<file path="src/rtl/mbd_pkg.sv">
// Shared types, constants and helpers of the mip chain box downsampler.
// Depends on nothing; every other file of the block imports it.
package mbd_pkg;

  localparam int unsigned DEF_MAX_DIM      = 4096;
  localparam int unsigned DEF_MAX_LEVELS   = 12;
  localparam int unsigned DEF_MAX_CHANNELS = 4;

  localparam int unsigned CFG_W     = 13;
  localparam int unsigned CFG_IDX_W = 2;
  localparam int unsigned DIM_W     = 13;
  localparam int unsigned CNT_W     = 3;
  localparam int unsigned PIX_W     = 8;
  localparam int unsigned SUM_W     = 9;
  localparam int unsigned NUM_CH    = 4;
  localparam int unsigned LVL_OUT_W = 4;
  localparam int unsigned POS_OUT_W = 11;

  localparam logic [DIM_W-1:0] RST_WIDTH  = 13'd256;
  localparam logic [DIM_W-1:0] RST_HEIGHT = 13'd256;
  localparam logic [CNT_W-1:0] RST_CHAN   = 3'd4;

  typedef enum logic [CFG_IDX_W-1:0] {
    REG_SRC_WIDTH     = 2'd0,
    REG_SRC_HEIGHT    = 2'd1,
    REG_CHANNEL_COUNT = 2'd2,
    REG_CLEAR_BORDERS = 2'd3
  } cfg_reg_e;

  // Position and border decision of one produced pixel.
  typedef struct packed {
    logic [LVL_OUT_W-1:0] level;
    logic [POS_OUT_W-1:0] x;
    logic [POS_OUT_W-1:0] y;
    logic                 border;
  } res_meta_t;

  // One result item as it leaves the block.
  typedef struct packed {
    logic [LVL_OUT_W-1:0]    level;
    logic [POS_OUT_W-1:0]    x;
    logic [POS_OUT_W-1:0]    y;
    logic [NUM_CH*PIX_W-1:0] pix;
    logic                    last;
  } result_t;

  // Index of the highest set bit, zero for zero.
  function automatic logic [3:0] dim_msb(logic [DIM_W-1:0] v);
    logic [3:0] r;
    r = 4'd0;
    for (int i = 0; i < DIM_W; i++) begin
      if (v[i]) begin
        r = 4'(i);
      end
    end
    return r;
  endfunction

endpackage

</file>
<file path="src/rtl/mbd_merge.sv">
// Merging stage: gathers the lane means into one result and applies border zeroing.
// Depends on mbd_pkg.
module mbd_merge import mbd_pkg::*; #(
  parameter int unsigned MAX_CHANNELS = DEF_MAX_CHANNELS
) (
  input  res_meta_t                     meta_i,
  input  logic [MAX_CHANNELS*PIX_W-1:0] avg_i,
  output result_t                       res_o
);

  always_comb begin
    res_o       = '0;
    res_o.level = meta_i.level;
    res_o.x     = meta_i.x;
    res_o.y     = meta_i.y;
    if (!meta_i.border) begin
      res_o.pix[MAX_CHANNELS*PIX_W-1:0] = avg_i;
    end
  end

endmodule

</file>
<file path="config.mk">
export PLATFORM = sky130hd
export DESIGN_NAME = mbd_merge
export DESIGN_NICKNAME = d
export VERILOG_FILES = /design/src/rtl/mbd_pkg.sv /design/src/rtl/mbd_merge.sv
export SDC_FILE = /design/constraint.sdc
export NUM_CORES = 1
export LEC_CHECK = 0
export BUFFER_PORTS_ARGS = -buffer_cell sky130_fd_sc_hd__buf_4
export CORE_AREA = 2 2 47 49
export DETAILED_ROUTE_END_ITERATION = 12
export DIE_AREA = 0 0 49 51
export MAX_ROUTING_LAYER = met4
export PLACE_DENSITY = 0.94
export SYNTH_ARGS = -nofsm -noshare
export SYNTH_HDL_FRONTEND = slang
export SYNTH_SLANG_ARGS = --single-unit
</file>
<file path="constraint.sdc">
create_clock -name vclk -period 0.8
set_input_delay 0.04 -clock vclk [all_inputs]
set_output_delay 0.04 -clock vclk [all_outputs]
set_load 0.01 [all_outputs]
</file>
* Word-level counts from Yosys, hierarchy flattened
Index checks and enable logic that the tools add are counted.
** Storage, ports and cells
- Bits in registers :: 0
- Bits of input ports :: 59
- Output and inout port bits :: 59
- Word-level logic and storage cells :: 1
** Cells by class
- Multiplexer cells :: 1
** Operator list (count)
- 2-to-1 mux 32 bit :: 1

* Logic depth before layout (Yosys ltp)
Gate-level depths: netlist (run 1).
- Depth after elaboration :: 1
- Gate-level depth with buffers :: 2
- Depth with buffers taken out :: 1

* Worst setup path after synthesis (run 1)
Ideal clock, no wire load.
- Path type :: input port to output port
- From :: input port meta_i[0] (netlist bit)
- To :: output port res_o[10] (netlist bit)
- Arrival time :: 374 ps
- Path slack :: 386 ps
- Buffers on the path :: 1
- Cell stages on the path :: 2
- Required time :: 760 ps
- Cells stage by stage :: buf_4 -> nor2b_1
** RTL lines
- start, declared :: line mbd_merge.sv:6 : input res_meta_t meta_i,
- end, declared :: line mbd_merge.sv:8 : output result_t res_o

==> results.yml, run 1 <==
layout:
  register_area_um2: 0
  fillers: 221
  multi_input_area_um2: 204
  final_common_cell: "buf_4"
  drive_above_1_share_pct: 66.3
  syn_to_final_growth_pct: 69.4
  final_util_pct: 35.2
  num-clock-buffers: 0
  antenna_cells: 0
  seq_cell_count: 0
  most-common-layout-cells: "buf_4 (65), nor2b_1 (32), conb_1 (1)"
  fin_nets: 159
die:
  initial_core_util_pct: 20.8
  die_y_um: 51
  rows: 17
  die_area_um2: 2500
  core_um2: 2060
  die_x_um: 49
  ios: 118
routing:
  vias: 461
  dr.pass1.iters: 2
  drtAntennaViolNets: 0
  drc: 0
  first_iter_violations: 3
  routedWlPerCell_um: 13.0
  vias_per_cell: 3.66
  wl_um: 1640
timing:
  setup_viol: 0
  fmax_ghz: 1.62
  rsz0062_at_grt: "no"
  final_hold_viol_count: 0
  finalCriticalPeriod_ns: 0.616
  finalSetupTns_ns: 0
  slew_viol_final: 0
  setup_slack_ns: 0.184
  finalCritPeriodShare_pct: 77.0
global_route:
  antenna_found_initial: 0
  grt.total_usage_pct: 11.9
  grt_overflow: 0
  grt_pass1_vias: 487
  grt_max_degree: 33
  grt_pass1_wl_um: 2270
pwr:
  power.switching_mw: 0.144
  peakVddDrop_mv: 0.345
  p_leak_nw: 0.396
  p_per_area_nw_per_um2: 525
  seqPwrFrac_pct: 0
  p_comb_share_pct: 100.0
  switching_share_pct: 37.6
  pwr-share-clk_pct: 0
  intPower_mw: 0.238
place:
  port_buffers: 65
  gp_congestion: 0.728
  pre_cts_ws_ns: 0.191
job:
  cap_violations: 0
min_path:
  holdPathStages: 0
  hold_end: "res_o[41]"
  hp-class: "in -> out"
  min-delay-start: "meta_i[9]"
synth:
  synth_area_um2: 429
  yosysWarnings: 0
  yosysUniqueCellTypes: 3
  syn_inst: 63
  syn_area_per_cell_um2: 6.81
  syn_nets: 122
  ys_seq_area_share_pct: 0
setup_path:
  critPathRequiredTime_ns: 0.76
  cp.arrival_ns: 0.58
  worstSetupPathType: "in -> out"
  path_max_fanout: 32
  endpoint_kind: "output pin"
  start_kind: "primary input"
clocking:
  ctsResizeCount: 0
  cts_setup_buffers: 0
  holdBufCountCts: 0
status:
  status: "finished, final reports clean"
## layer usage
metal / vias to the layer above / routed length, um / global-route usage, % / part of all wire (%)
met1: 188 / 548 / 11.4 / 33
met4: 0 / 69 / 6.19 / 4.2
met5: - / 0 / - / 0
met3: 12 / 149 / 2.34 / 9.1
li1: 227 / - / - / -
met2: 34 / 872 / 22.6 / 53
## kinds of logic (layout without fill, tap and decap cells)
| group | count (synthesis) | in the layout | share of synthesized area [%] |
|---|---|---|---|
| other | 1 | 1 | 0.874 |
| AND/OR/NAND/NOR | 32 | 32 | 46.6 |
| buffers and inverters | 30 | 65 | 52.5 |
## stage by stage
| stage | power (mW) | instances | cell area [um2] | hold WS (ns) |
|---|---|---|---|---|
| after global routing | 0.407 | 126 | 727 | 0.0800 |
| after global placement | 0.376 | 126 | 727 | 0.0801 |
| after floorplan | 0.272 | 63 | 429 | 0.126 |
| after CTS | 0.384 | 126 | 727 | 0.0801 |
| after detailed placement | 0.384 | 126 | 727 | 0.0801 |
| final | 0.382 | 126 | 727 | 0.0800 |
## synth_stat cells, drive strengths merged
master / count / area, um2
nor2b: 32 / 200
conb: 1 / 3.75
buf: 30 / 225
## power by group through the flow
stage / Sequential, mW / Clock (mW) / Combinational (mW)
4_1_cts: 0 / 0 / 0.384
2_1_floorplan: 0 / 0 / 0.272
3_5_place_dp: 0 / 0 / 0.384
3_3_place_gp: 0 / 0 / 0.376
6_report: 0 / 0 / 0.382
5_1_grt: 0 / 0 / 0.407
## final cells by class
cell class	instances	area share [%]
Tap cell	28	4.82
Multi-Input combinational cell	33	28.1
Timing Repair Buffer	65	67.1
## critical path, stage by stage
cell and delay [ns]:
buf_4 0.27, nor2b_1 0.11, buf_4 0.16
## how the worst max path moves through the flow
stage	end	depth (start not counted)	start	slack (ns)
2_1_floorplan	res_o[10]	2	meta_i[0]	0.39
3_3_place_gp	res_o[29]	3	meta_i[0]	0.20
3_5_place_dp	res_o[28]	3	meta_i[0]	0.19
4_1_cts	res_o[28]	3	meta_i[0]	0.19
5_1_grt	res_o[6]	3	meta_i[0]	0.14
6_report	res_o[29]	3	meta_i[0]	0.18
Power figures use the tool's default switching activity.
==> run 2, diff against run 1 <==
--- a/config.mk
+++ b/config.mk
@@ -6,11 +6,10 @@
 export NUM_CORES = 1
 export LEC_CHECK = 0
 export BUFFER_PORTS_ARGS = -buffer_cell sky130_fd_sc_hd__buf_4
-export CORE_AREA = 2 2 47 49
+export CORE_UTILIZATION = 21
 export DETAILED_ROUTE_END_ITERATION = 12
-export DIE_AREA = 0 0 49 51
 export MAX_ROUTING_LAYER = met4
-export PLACE_DENSITY = 0.94
+export PLACE_DENSITY = 0.91
 export SYNTH_ARGS = -nofsm -noshare
 export SYNTH_HDL_FRONTEND = slang
 export SYNTH_SLANG_ARGS = --single-unit
==> run 2 against run 1 <==
Net effect:
- die area shrank 11%
- critical path depth stayed put
- routed wire length fell by 9.6%
- sequential share of layout area unchanged
- power is 1.5% lower
- setup slack got worse by 0.0027 ns
- maximum frequency fell by 0.43%
- count of clock-buffer cells in the layout unchanged
- global-route usage up 1.2 points
- non-clock buffer count unchanged
- critical path type unchanged
- largest cell class unchanged
- highest routed layer unchanged
==> results.yml, run 2 (synthesis results as in run 1) <==
setup_path:
  cp_common_cell: "buf_4"
  path_max_fanout: 32
  start_kind: "primary input"
  endpoint_kind: "output pin"
  path_cells: "buf_4 -> nor2b_1 -> buf_4"
  cp.arrival_ns: 0.58
  worstSetupPathType: "in -> out"
  cp_slowest_cell: "buf_4"
  slowest_delay_ns: 0.21
  critPathRequiredTime_ns: 0.76
clocking:
  holdBufCountCts: 0
  cts_setup_buffers: 0
  ctsResizeCount: 0
die:
  initial_core_util_pct: 23.6
  die_y_um: 47.2
  core_um2: 1820
  ios: 118
  rows: 15
  die_area_um2: 2230
  die_x_um: 47.2
routing:
  met3_wirelength_um: 199
  drtAntennaViolNets: 0
  first_iter_violations: 2
  routedWlPerCell_um: 12.0
  wl_um: 1480
  vias_per_cell: 3.93
  dr.pass1.iters: 2
  wl_met1_um: 382
  vias: 483
  drc: 0
  top_layer: "met4"
  wl_met2_um: 842
global_route:
  antenna_found_initial: 0
  grt_overflow: 0
  grt.total_usage_pct: 13.1
  grt_pass1_wl_um: 1990
  grt_pass1_vias: 481
  grt_max_degree: 33
timing:
  holdWs_ns: 0.0800
  setup_slack_ns: 0.181
  finalSetupTns_ns: 0
  finalCriticalPeriod_ns: 0.619
  rsz0062_at_grt: "no"
  finalCritPeriodShare_pct: 77.3
  setup_viol: 0
  fmax_ghz: 1.62
  final_hold_viol_count: 0
  slew_viol_final: 0
pwr:
  total_power_mw: 0.376
  peakVddDrop_mv: 0.347
  p_leak_nw: 0.396
  p_per_area_nw_per_um2: 520
layout:
  most-common-layout-cells: "buf_4 (65), nor2b_1 (32), conb_1 (1)"
  drive_above_1_share_pct: 66.3
  antenna_cells: 0
  num-clock-buffers: 0
  final_common_cell: "buf_4"
  register_area_um2: 0
  seq_cell_count: 0
  design_area_um2: 723
  fin_nets: 159
  syn_to_final_growth_pct: 68.5
min_path:
  hp-class: "in -> out"
place:
  port_buffers: 65
  gp_congestion: 0.740
  place_hpwl_um: 1300
  place_area_um2: 723
  pre_cts_ws_ns: 0.179
job:
  cap_violations: 0
status:
  status: "finished, final reports clean"
## run 2: cell counts in the layout (fill, tap and decap cells not counted)
Identical to the previous run, type by type.
## run 2: critical path: cells and delay by family
kind                   cells  cell delay (ns)
buffers and inverters      2             0.35
and+or+nand+nor            1             0.18
## run 2: report_power, final
| group | internal (mW) | switching (mW) | total (mW) |
|---|---|---|---|
| clock | 0 | 0 | 0 |
| sequential | 0 | 0 | 0 |
| combinational | 0.238 | 0.138 | 0.376 |
## run 2: worst paths after layout
path	start	end	slack, ns	cells past startpoint
worst min-delay path	meta_i[3]	res_o[35]	0.08	0
worst max-delay path	meta_i[0]	res_o[31]	0.18	3
## run 2: area by class of cell
cell class | instances | area, um2
fillers | 187 | 1100
well taps | 25 | 31.3
repair buffers | 65 | 488
multi-input cells | 33 | 204
## run 2: per-layer routing
layer,up-vias,global-route usage [%]
li1,227,-
met5,-,-
met1,196,8.54
met3,12,1.54
met4,0,4.57
met2,48,31.1
## run 2: per-stage QoR
step | std cells | util, %
final | 123 | 39.7
after CTS | 123 | 39.7
after detailed placement | 123 | 39.7
after floorplan | 63 | -
after global routing | 123 | 39.7
after global placement | 123 | 39.7
