`src/rtl/mbd_pkg.sv`:
```
// Shared types, constants and helpers of the mip chain box downsampler.
// Depends on nothing; every other file of the block imports it.
package mbd_pkg;

  localparam int unsigned DEF_MAX_DIM      = 4096;
  localparam int unsigned DEF_MAX_LEVELS   = 12;
  localparam int unsigned DEF_MAX_CHANNELS = 4;

  localparam int unsigned CFG_W     = 13;
  localparam int unsigned CFG_IDX_W = 2;
  localparam int unsigned DIM_W     = 13;
  localparam int unsigned CNT_W     = 3;
  localparam int unsigned PIX_W     = 8;
  localparam int unsigned SUM_W     = 9;
  localparam int unsigned NUM_CH    = 4;
  localparam int unsigned LVL_OUT_W = 4;
  localparam int unsigned POS_OUT_W = 11;

  localparam logic [DIM_W-1:0] RST_WIDTH  = 13'd256;
  localparam logic [DIM_W-1:0] RST_HEIGHT = 13'd256;
  localparam logic [CNT_W-1:0] RST_CHAN   = 3'd4;

  typedef enum logic [CFG_IDX_W-1:0] {
    REG_SRC_WIDTH     = 2'd0,
    REG_SRC_HEIGHT    = 2'd1,
    REG_CHANNEL_COUNT = 2'd2,
    REG_CLEAR_BORDERS = 2'd3
  } cfg_reg_e;

  // Position and border decision of one produced pixel.
  typedef struct packed {
    logic [LVL_OUT_W-1:0] level;
    logic [POS_OUT_W-1:0] x;
    logic [POS_OUT_W-1:0] y;
    logic                 border;
  } res_meta_t;

  // One result item as it leaves the block.
  typedef struct packed {
    logic [LVL_OUT_W-1:0]    level;
    logic [POS_OUT_W-1:0]    x;
    logic [POS_OUT_W-1:0]    y;
    logic [NUM_CH*PIX_W-1:0] pix;
    logic                    last;
  } result_t;

  // Index of the highest set bit, zero for zero.
  function automatic logic [3:0] dim_msb(logic [DIM_W-1:0] v);
    logic [3:0] r;
    r = 4'd0;
    for (int i = 0; i < DIM_W; i++) begin
      if (v[i]) begin
        r = 4'(i);
      end
    end
    return r;
  endfunction

endpackage

```
`src/rtl/mbd_lane.sv`:
```
// One channel lane: pair sum and rounded 2x2 or 2x1 mean of one channel.
// Depends on mbd_pkg.
module mbd_lane import mbd_pkg::*; (
  input  logic [PIX_W-1:0] held_i,
  input  logic [PIX_W-1:0] cur_i,
  input  logic [SUM_W-1:0] row_sum_i,
  input  logic             two_d_i,
  output logic [SUM_W-1:0] pair_o,
  output logic [PIX_W-1:0] avg_o
);

  logic [SUM_W+1:0] quad;
  logic [SUM_W:0]   duo;

  assign pair_o = SUM_W'(held_i) + SUM_W'(cur_i);
  assign quad   = (SUM_W+2)'(row_sum_i) + (SUM_W+2)'(pair_o) + (SUM_W+2)'(2);
  assign duo    = (SUM_W+1)'(pair_o) + (SUM_W+1)'(1);

  always_comb begin
    if (two_d_i) begin
      avg_o = quad[PIX_W+1:2];
    end else begin
      avg_o = duo[PIX_W:1];
    end
  end

endmodule

```
`config.mk`:
```
export PLATFORM = sky130hd
export DESIGN_NAME = mbd_lane
export DESIGN_NICKNAME = d
export VERILOG_FILES = /design/src/rtl/mbd_pkg.sv /design/src/rtl/mbd_lane.sv
export SDC_FILE = /design/constraint.sdc
export NUM_CORES = 1
export LEC_CHECK = 0
export BUFFER_PORTS_ARGS = -buffer_cell sky130_fd_sc_hd__buf_4
export CAP_MARGIN = 40
export CORE_UTILIZATION = 41
export DETAILED_ROUTE_END_ITERATION = 10
export PLACE_DENSITY = 0.79
export SLEW_MARGIN = 20
export SYNTH_ARGS = -nofsm -noshare
export SYNTH_HDL_FRONTEND = slang
export SYNTH_SLANG_ARGS = --single-unit
```
`constraint.sdc`:
```
create_clock -name vclk -period 5.85
set_input_delay 0.585 -clock vclk [all_inputs]
set_output_delay 0.585 -clock vclk [all_outputs]
set_load 0.02 [all_outputs]
```
* Yosys cells after proc, flatten, opt, wreduce, memory -nomap -nowiden
Index checks and enable logic that the tools add are counted.
** Cells by class
- Add/subtract/negate cells :: 4
- Mux-type cells :: 1
** Operators with widths (number)
- 10-bit by 2-bit adder with 10-bit output, second input constant :: 1
- 9-bit by 9-bit adder with 10-bit output :: 1
- 8-bit by 8-bit adder with 9-bit output :: 1
- 9-bit by 1-bit adder with 9-bit output, second input constant :: 1
- 8-bit two-way mux :: 1
** Word-level totals
- Input port bits :: 26
- Bits in registers :: 0
- Output and inout port bits :: 17

* Longest topological paths before layout
Gate-level depths: netlist of run 1.
- Depth after elaboration :: 4
- Gate-level depth with buffers :: 14

* Worst setup path before layout of run 1
OpenSTA, ideal clock, no wires.
- Path kind :: input to output
- From :: input held_i[0]
- To :: output avg_o[6]
- Slack :: 1.316 ns
- Arrival :: 3.949 ns
- Data required time :: 5.265 ns
- Stages :: 13
- Path through :: ha_1 -> fa_1 -> a211o_1 -> a21oi_1 -> nor2_1 -> ha_1 -> ha_1 -> o21a_1 -> o31a_1 -> or4_1 -> a31oi_1 -> xor2_1 -> mux2i_1
** Between the ends
- Word-level cells in the longest chain between the ends :: 4
** RTL lines
- from (decl) :: line mbd_lane.sv:4 : input logic [PIX_W-1:0] held_i,
- 8-bit by 8-bit adder with 9-bit output (*) :: line mbd_lane.sv:15 : assign pair_o = SUM_W'(held_i) + SUM_W'(cur_i);
- named net pair_o[4] :: line mbd_lane.sv:8 : output logic [SUM_W-1:0] pair_o,
- 9-bit by 9-bit adder with 10-bit output :: line mbd_lane.sv:16 : assign quad = (SUM_W+2)'(row_sum_i) + (SUM_W+2)'(pair_o) + (SUM_W+2)'(2);
- 10-bit by 2-bit adder with 10-bit output :: line mbd_lane.sv:16
- 8-bit two-way mux (*) :: line mbd_lane.sv:20 : if (two_d_i) begin
- to (decl) :: line mbd_lane.sv:9 : output logic [PIX_W-1:0] avg_o
The timed path passes the listed nets; every way through them passes the cells marked *.

* Final worst setup path of run 1
- From :: input held_i[0]
- To :: output avg_o[6]
** Between the ends
- Word-level cells in the longest chain between the ends :: 4
** RTL lines (line)
- 8-bit by 8-bit adder with 9-bit output (*) :: mbd_lane.sv:15
- 9-bit by 9-bit adder with 10-bit output :: mbd_lane.sv:16
- 10-bit by 2-bit adder with 10-bit output :: mbd_lane.sv:16
- 8-bit two-way mux (*) :: mbd_lane.sv:20
Every way passes the cells marked *; elsewhere a longest branch is shown, timed or not.

==> impl_metrics.json, run 1 <==
{
  "grt_antenna_before_repair": 0,
  "clkbuf_count": 0,
  "final.setup.tns_ns": 0,
  "num_vias": 1139,
  "power.static_leakage_nw": 0.681,
  "boundaryPins": 43,
  "die_w_um": 52.9,
  "nFlopsAndLatches": 0,
  "max_cap_violations": 0,
  "final_nets": 223,
  "place.detailed.hpwl_um": 2220,
  "ys_seq_area_share_pct": 0,
  "max_clock_freq_ghz": 0.211,
  "globalRouteOverflowTotal": 0,
  "rsz0062_at_grt": "false",
  "placement.io_buffers": 43,
  "endpoint": "avg_o[6]",
  "drt_first_pass_iters": 4,
  "drive_gt1_share_pct": 31.6,
  "grt_max_degree": 14,
  "critical_path_arrival_ns": 4.16,
  "tightestPinTransition_ns": 0.601,
  "synthesis.nets": 179,
  "core_area_um2": 2450,
  "ys.warnings.count": 0,
  "grt_usage_pct": 18.8,
  "cts-hold-fix-buffers": 0,
  "syn-mean-instance-area_um2": 8.24,
  "grt_pass1_wl_um": 4080,
  "power_per_cell_area_nw_per_um2": 225,
  "timing.slew.headroom_pct": 59.7,
  "placement_rows": 18,
  "drt_iter0_drc": 25,
  "setup.worst_path.class": "primary input to primary output",
  "final.period_utilization_pct": 81.0,
  "drt_wl_total_um": 2590,
  "insertedDiodeCount": 0,
  "slew_violations": 0,
  "grt_pass1_vias": 1022,
  "total_power_mw": 0.318,
  "run_status": "complete, no violations",
  "cp_data_required_time_ns": 5.27,
  "synth.lib_cells_used.distinct": 43,
  "average_detailed_routed_wire_length_per_instance_um": 12.9,
  "mappedNetlistArea_um2": 1060,
  "cts_setup_buffers": 0,
  "fin_crit_ns": 4.74,
  "post-route-drc-count": 0,
  "syn_to_final_growth_pct": 32.7,
  "floorplan.initialDensity_pct": 43.3,
  "final_common_cell": "buf_4",
  "die_height_um": 52.9,
  "gp_congestion": 0.854,
  "setup.worst_path.start_class": "primary input",
  "postCtsResizedCells": 0,
  "die_area_um2": 2800,
  "via_to_cell_ratio": 5.67,
  "mostFrequentLayoutCells": "buf_4, ha_1, o21ai_0",
  "setup_viol": 0,
  "timing_hold_violations_final": 0,
  "final-seq-area_um2": 0,
  "min-delay-path-class": "primary input to primary output",
  "peakVddDrop_mv": 0.164,
  "syn_inst": 129,
  "worst_setup_path_end_kind": "primary output",
  "critical_path.max_fanout": 4,
  "drtAntennaViolNets": 0,
  "crit_start": "held_i[0]"
}
==> synthesized netlist by cell type (all sizes together) <==
| master | count | area, um^2 |
|---|---|---|
| nor3 | 5 | 25.0 |
| a21oi | 4 | 20.0 |
| and4b | 1 | 10.0 |
| or2b | 1 | 7.51 |
| or2 | 1 | 6.26 |
| a22oi | 1 | 7.51 |
| mux2 | 1 | 11.3 |
| nand3 | 1 | 10.0 |
| o21a | 5 | 37.5 |
| nand4 | 2 | 12.5 |
| o21ai | 11 | 55.1 |
| a21o | 3 | 22.5 |
| a211oi | 5 | 42.5 |
| nor3b | 1 | 7.51 |
| o22ai | 3 | 18.8 |
| ha | 22 | 275 |
| nand2 | 6 | 25.0 |
| and2 | 2 | 12.5 |
| inv | 5 | 18.8 |
| nor2 | 7 | 28.8 |
| o21bai | 1 | 7.51 |
| xor2 | 9 | 86.3 |
| nor4 | 2 | 27.5 |
| mux2i | 2 | 20.0 |
| a211o | 1 | 8.76 |
| nand2b | 5 | 31.3 |
| or4 | 1 | 7.51 |
| o31a | 2 | 17.5 |
| a31oi | 2 | 12.5 |
| fa | 2 | 40.0 |
| nor2b | 1 | 6.26 |
| dlymetal6s2s | 1 | 12.5 |
| and3 | 3 | 20.0 |
| a221oi | 1 | 15.0 |
| o311ai | 1 | 26.3 |
| xnor2 | 8 | 70.1 |
==> metal layers <==
| metal | up-vias | global-route usage, % | share of wire [%] |
|---|---|---|---|
| met3 | 0 | 0.862 | 4.9 |
| met4 | 0 | 0 | 0 |
| met5 | - | 0 | 0 |
| li1 | 574 | - | - |
| met2 | 36 | 37.3 | 50 |
| met1 | 529 | 23.1 | 45 |
==> power breakdown <==
part           switching (mW)  internal (mW)  leakage [nW]
clock network               0              0             0
registers                   0              0             0
logic                   0.172          0.146         0.681
==> worst min-delay path by stage <==
stage               startpoint  slack [ns]  cells past startpoint       end
finish                 two_d_i        1.59                      3  avg_o[5]
global route           two_d_i        1.62                      3  avg_o[5]
CTS                    two_d_i        1.59                      3  avg_o[5]
detailed placement     two_d_i        1.59                      3  avg_o[5]
global placement       two_d_i        1.58                      3  avg_o[5]
floorplan              two_d_i        1.37                      1  avg_o[0]
==> logic make-up after synthesis <==
kind of cell	after synthesis	synth area share [%]
adders and majority gates	24	29.6
buffers and inverters	6	2.94
xor gates and xnor gates	17	14.7
AOI/OAI and AO/OA	40	27.4
muxes	3	2.94
and+or+nand+nor	39	22.4
==> critical path: stages <==
cell and delay [ns]:
buf_4 0.11, ha_1 0.23, fa_1 0.47, a211o_1 0.36, a21oi_1 0.31, nor2_1 0.14
ha_1 0.30, ha_1 0.35, o21a_1 0.13, o31a_1 0.12, or4_1 0.40, a31oi_1 0.21
xor2_1 0.18, mux2i_1 0.10, buf_4 0.16
==> through the flow <==
step / worst slack (ns) / utilization [%] / std cells / hold WS (ns) / area [um^2]
final: 1.11 / 57.5 / 201 / 1.59 / 1410
after detailed placement: 1.13 / 57.5 / 201 / 1.59 / 1410
after global routing: 0.970 / 57.5 / 201 / 1.62 / 1410
after global placement: 1.25 / 57.5 / 201 / 1.58 / 1410
after CTS: 1.11 / 57.5 / 201 / 1.59 / 1410
after floorplan: 1.32 / - / 129 / 1.37 / 1060
==> layout make-up <==
| type | instances | area, um^2 |
|---|---|---|
| inverter | 5 | 18.8 |
| timing repair buffer | 43 | 323 |
| fill | 223 | 1040 |
| multi-input combinational | 123 | 1030 |
| tap | 30 | 37.5 |
No activity file was read; power rests on OpenSTA's default activity.
==> inputs of run 2 (changes only) <==
- PLACE_DENSITY: 0.79 -> 0.81
- clock period: 5.85 -> 3.9 ns (I/O delays scaled with it)
==> impl_metrics.json, run 2 (synthesis gave the netlist of run 1 again) <==
{
  "max_clock_freq_ghz": 0.263,
  "setup.worst_path.start_class": "primary input",
  "die_area_um2": 2800,
  "run_status": "complete, no violations",
  "placement_rows": 18,
  "num_vias": 1241,
  "final_common_cell": "buf_4",
  "syn_to_final_growth_pct": 58.9,
  "grt_pass1_wl_um": 4810,
  "clkbuf_count": 0,
  "max_cap_violations": 0,
  "drtAntennaViolNets": 0,
  "gp_congestion": 0.820,
  "tightestPinTransition_ns": 0.353,
  "post-route-drc-count": 0,
  "drt_wl_total_um": 3150,
  "nFlopsAndLatches": 0,
  "grt_antenna_before_repair": 0,
  "preCtsSetupSlack_ns": -0.168,
  "globalRouteOverflowTotal": 0,
  "drt_first_pass_iters": 4,
  "slew_violations": 0,
  "setup.worst_path.class": "primary input to primary output",
  "timing.slew.headroom_pct": 76.2,
  "boundaryPins": 43,
  "setup_viol": 0,
  "grt_usage_pct": 22.5,
  "power_per_cell_area_nw_per_um2": 348,
  "rsz0062_at_grt": "false",
  "cts-hold-fix-buffers": 0,
  "fin_crit_ns": 3.81,
  "worst_setup_path_end_kind": "primary output",
  "final.period_utilization_pct": 97.7,
  "min-delay-path-class": "primary input to primary output",
  "power.static_leakage_nw": 0.763,
  "drive_gt1_share_pct": 46.0,
  "grt_pass1_vias": 1158,
  "mostFrequentLayoutCells": "buf_4, ha_1, xnor2_1, xor2_1, ha_4",
  "critical_path.max_fanout": 3,
  "crit_start": "held_i[0]",
  "final_nets": 239,
  "place.detailed.hpwl_um": 2570,
  "die_height_um": 52.9,
  "endpoint": "avg_o[6]",
  "grt_max_degree": 14,
  "core_area_um2": 2450,
  "via_to_cell_ratio": 5.72,
  "drt_iter0_drc": 24,
  "floorplan.initialDensity_pct": 43.3,
  "cp_data_required_time_ns": 3.51,
  "peakVddDrop_mv": 0.251,
  "insertedDiodeCount": 0,
  "final_core_utilization_pct": 68.9,
  "placement.io_buffers": 43,
  "critical_path_arrival_ns": 3.42,
  "final-seq-area_um2": 0,
  "average_detailed_routed_wire_length_per_instance_um": 14.5,
  "timing.final.ws_setup_ns": 0.0915,
  "timing_hold_violations_final": 0,
  "die_w_um": 52.9
}
-- run 2: where the power goes --
group	switching [mW]	leakage, nW	total (mW)	internal (mW)
combinational	0.297	0.763	0.588	0.290
clock	0	0	0	0
sequential	0	0	0	0
total	0.297	0.763	0.588	0.290
-- run 2: through the flow --
| step | power (mW) | area (um^2) | hold slack (ns) | setup TNS, ns | cells |
|---|---|---|---|---|---|
| after floorplan | 0.341 | 1090 | 0.976 | 0 | 129 |
| after global placement | 0.513 | 1550 | 1.19 | -0.0466 | 216 |
| after detailed placement | 0.529 | 1550 | 1.20 | -0.278 | 216 |
| after CTS | 0.552 | 1620 | 1.20 | 0 | 216 |
| after global routing | 0.635 | 1690 | 1.17 | 0 | 217 |
| final | 0.588 | 1690 | 1.15 | 0 | 217 |
-- run 2: area by class of cell --
| type | instances | area (um^2) |
|---|---|---|
| Multi-Input combinational cell | 123 | 1180 |
| Timing Repair Buffer | 59 | 450 |
| Tap cell | 30 | 37.5 |
| Inverter | 5 | 18.8 |
| Fill cell | 193 | 764 |
-- run 2: worst min path at each step --
stage | endpoint | slack [ns] | cells past startpoint | startpoint
floorplan | avg_o[0] | 0.98 | 1 | two_d_i
global placement | avg_o[6] | 1.19 | 3 | two_d_i
detailed placement | avg_o[6] | 1.20 | 3 | two_d_i
CTS | pair_o[0] | 1.20 | 3 | cur_i[0]
global route | pair_o[0] | 1.17 | 3 | cur_i[0]
finish | pair_o[0] | 1.15 | 3 | cur_i[0]
-- run 2: timing repair --
| item | 4_1_cts | 5_1_grt |
|---|---|---|
| resized for setup | 10 | 10 |
| pin swaps | 8 | 7 |
| buffers inserted | 0 | 1 |
| endpoints found under the setup margin | 2 | 2 |
-- run 2: critical path, cell delays in order --
cell,delay (ns)
buf_4,0.12
ha_4,0.16
fa_2,0.36
buf_6,0.15
xor2_4,0.15
ha_4,0.31
ha_4,0.20
and4b_1,0.21
o31a_1,0.28
or4_1,0.42
a31oi_1,0.22
xor2_1,0.21
mux2i_2,0.09
buf_4,0.16
-- run 2: routing by layer --
layer  track usage (%)  up-vias  wire, um
met5                 0        -         0
met4              5.26        0        30
met3              1.15        4       110
met2              44.7       37      1720
met1              25.6      588      1290
li1                  -      612         -
==> inputs of run 3 (changes only) <==
- CELL_PAD_IN_SITES_DETAIL_PLACEMENT: unset -> 0
- CELL_PAD_IN_SITES_GLOBAL_PLACEMENT: unset -> 2
- CORE_UTILIZATION: 41 -> 26
- PLACE_DENSITY: 0.81 -> 0.9
==> impl_metrics.json, run 3 (synthesis gave the netlist of run 1 again) <==
{
  "run_status": "complete, no violations",
  "final_common_cell": "buf_4",
  "post-route-drc-count": 0,
  "min-delay-path-class": "primary input to primary output",
  "drt_iter0_drc": 25,
  "slew_violations": 0,
  "via_to_cell_ratio": 4.96,
  "grt_max_degree": 14,
  "setup_viol": 0,
  "power_per_cell_area_nw_per_um2": 335,
  "fin_crit_ns": 3.83,
  "tightestPinTransition_ns": 0.391,
  "syn_to_final_growth_pct": 60.6,
  "grt_antenna_before_repair": 0,
  "drive_gt1_share_pct": 46.3,
  "final.period_utilization_pct": 98.3,
  "setup.worst_path.start_class": "primary input",
  "crit_path_cell_trace": "buf_4 -> ha_1 -> a21o_1 -> a211oi_2 -> nor2_1 -> ha_1 -> ha_2 -> o21a_1 -> o31a_1 -> or4_1 -> a31oi_2 -> xor2_1 -> mux2i_2 -> buf_4",
  "cpLargestDelayFamily": "compound AO/OA/AOI/OAI gates",
  "final_nets": 242,
  "grt_pass1_vias": 1100,
  "place_inst": 234,
  "critical-path-max-stage-delay_ns": 0.43,
  "critical_path.max_fanout": 5,
  "total_power_mw": 0.573,
  "core_area_um2": 3800,
  "globalRouteOverflowTotal": 0,
  "placement_rows": 22,
  "setup.worst_path.class": "primary input to primary output",
  "filler_cell_count": 397,
  "place.detailed.hpwl_um": 2520,
  "post_layout_instance_count_excluding_filler_cells": 238,
  "timing.critical_path.buf_inv": 2,
  "cts-hold-fix-buffers": 0,
  "drt_first_pass_iters": 4,
  "drtAntennaViolNets": 0,
  "dpl-instance-area_um2": 1570,
  "placement.io_buffers": 43,
  "max_cap_violations": 0,
  "insertedDiodeCount": 0,
  "peakVddDrop_mv": 0.130,
  "cp_data_required_time_ns": 3.51,
  "average_detailed_routed_wire_length_per_instance_um": 12.9,
  "gp_congestion": 0.773,
  "clkbuf_count": 0,
  "die_height_um": 66.0,
  "grt_usage_pct": 13.7,
  "mostFrequentLayoutCells": "buf_4, ha_1, o21ai_0, xnor2_1, xor2_1",
  "floorplan.initialDensity_pct": 28.0,
  "crit_slowest_cell": "or4_1",
  "die_area_um2": 4350,
  "num_vias": 1180,
  "critical_path_arrival_ns": 3.44,
  "die_w_um": 66.0,
  "grt_pass1_wl_um": 4800,
  "boundaryPins": 43,
  "power.static_leakage_nw": 0.782,
  "timing.slew.headroom_pct": 73.7,
  "worst_setup_path_end_kind": "primary output",
  "max_clock_freq_ghz": 0.261,
  "final-seq-area_um2": 0,
  "nFlopsAndLatches": 0,
  "drt_wl_total_um": 3080,
  "timing_hold_violations_final": 0,
  "final_area_um2": 1710,
  "final_core_utilization_pct": 45.0
}
## run 3: cell types whose count changed in the layout (fill, tap and decap cells not counted), moves of 2 or more
cell,delta
ha_4,-2
ha_1,+3
o21ai_1,-2
o21ai_0,+2
buf_4,+4
## run 3: what timing repair did
item | 4_1_cts | 5_1_grt
endpoints found under the setup margin | 2 | 3
pin swaps | 6 | 7
setup buffers | 1 | 3
gates resized for setup | 4 | 11
## run 3: layer usage
layer,up-vias,GRT usage (%),wire [um]
met3,0,0,117
li1,612,-,-
met2,29,25.1,1600
met4,0,0,0
met5,-,0,0
met1,539,18.8,1360
## run 3: final cells by class
type	count	area, um^2	share of cell area (%)
multi-input combinational	123	1160	67.9
timing repair buffer	62	469	27.5
tap	48	60.1	3.52
inverter	5	18.8	1.10
## run 3: final timing paths
kind | startpoint | to | slack [ns] | cells past startpoint
setup / recovery | held_i[1] | avg_o[6] | 0.07 | 14
hold / removal | cur_i[0] | pair_o[0] | 1.15 | 3
## run 3: stage by stage
stage | setup slack (ns) | hold slack [ns] | setup TNS (ns)
floorplan | 0.0132 | 0.976 | 0
global placement | -0.0502 | 1.19 | -0.0983
detailed placement | -0.110 | 1.20 | -0.205
CTS | 0.0153 | 1.15 | 0
global route | -0.0681 | 1.16 | -0.0681
finish | 0.0661 | 1.15 | 0
## run 3: power breakdown
part	total [mW]	internal (mW)	switching (mW)
clock network	0	0	0
logic	0.573	0.282	0.290
registers	0	0	0
total	0.573	0.282	0.290
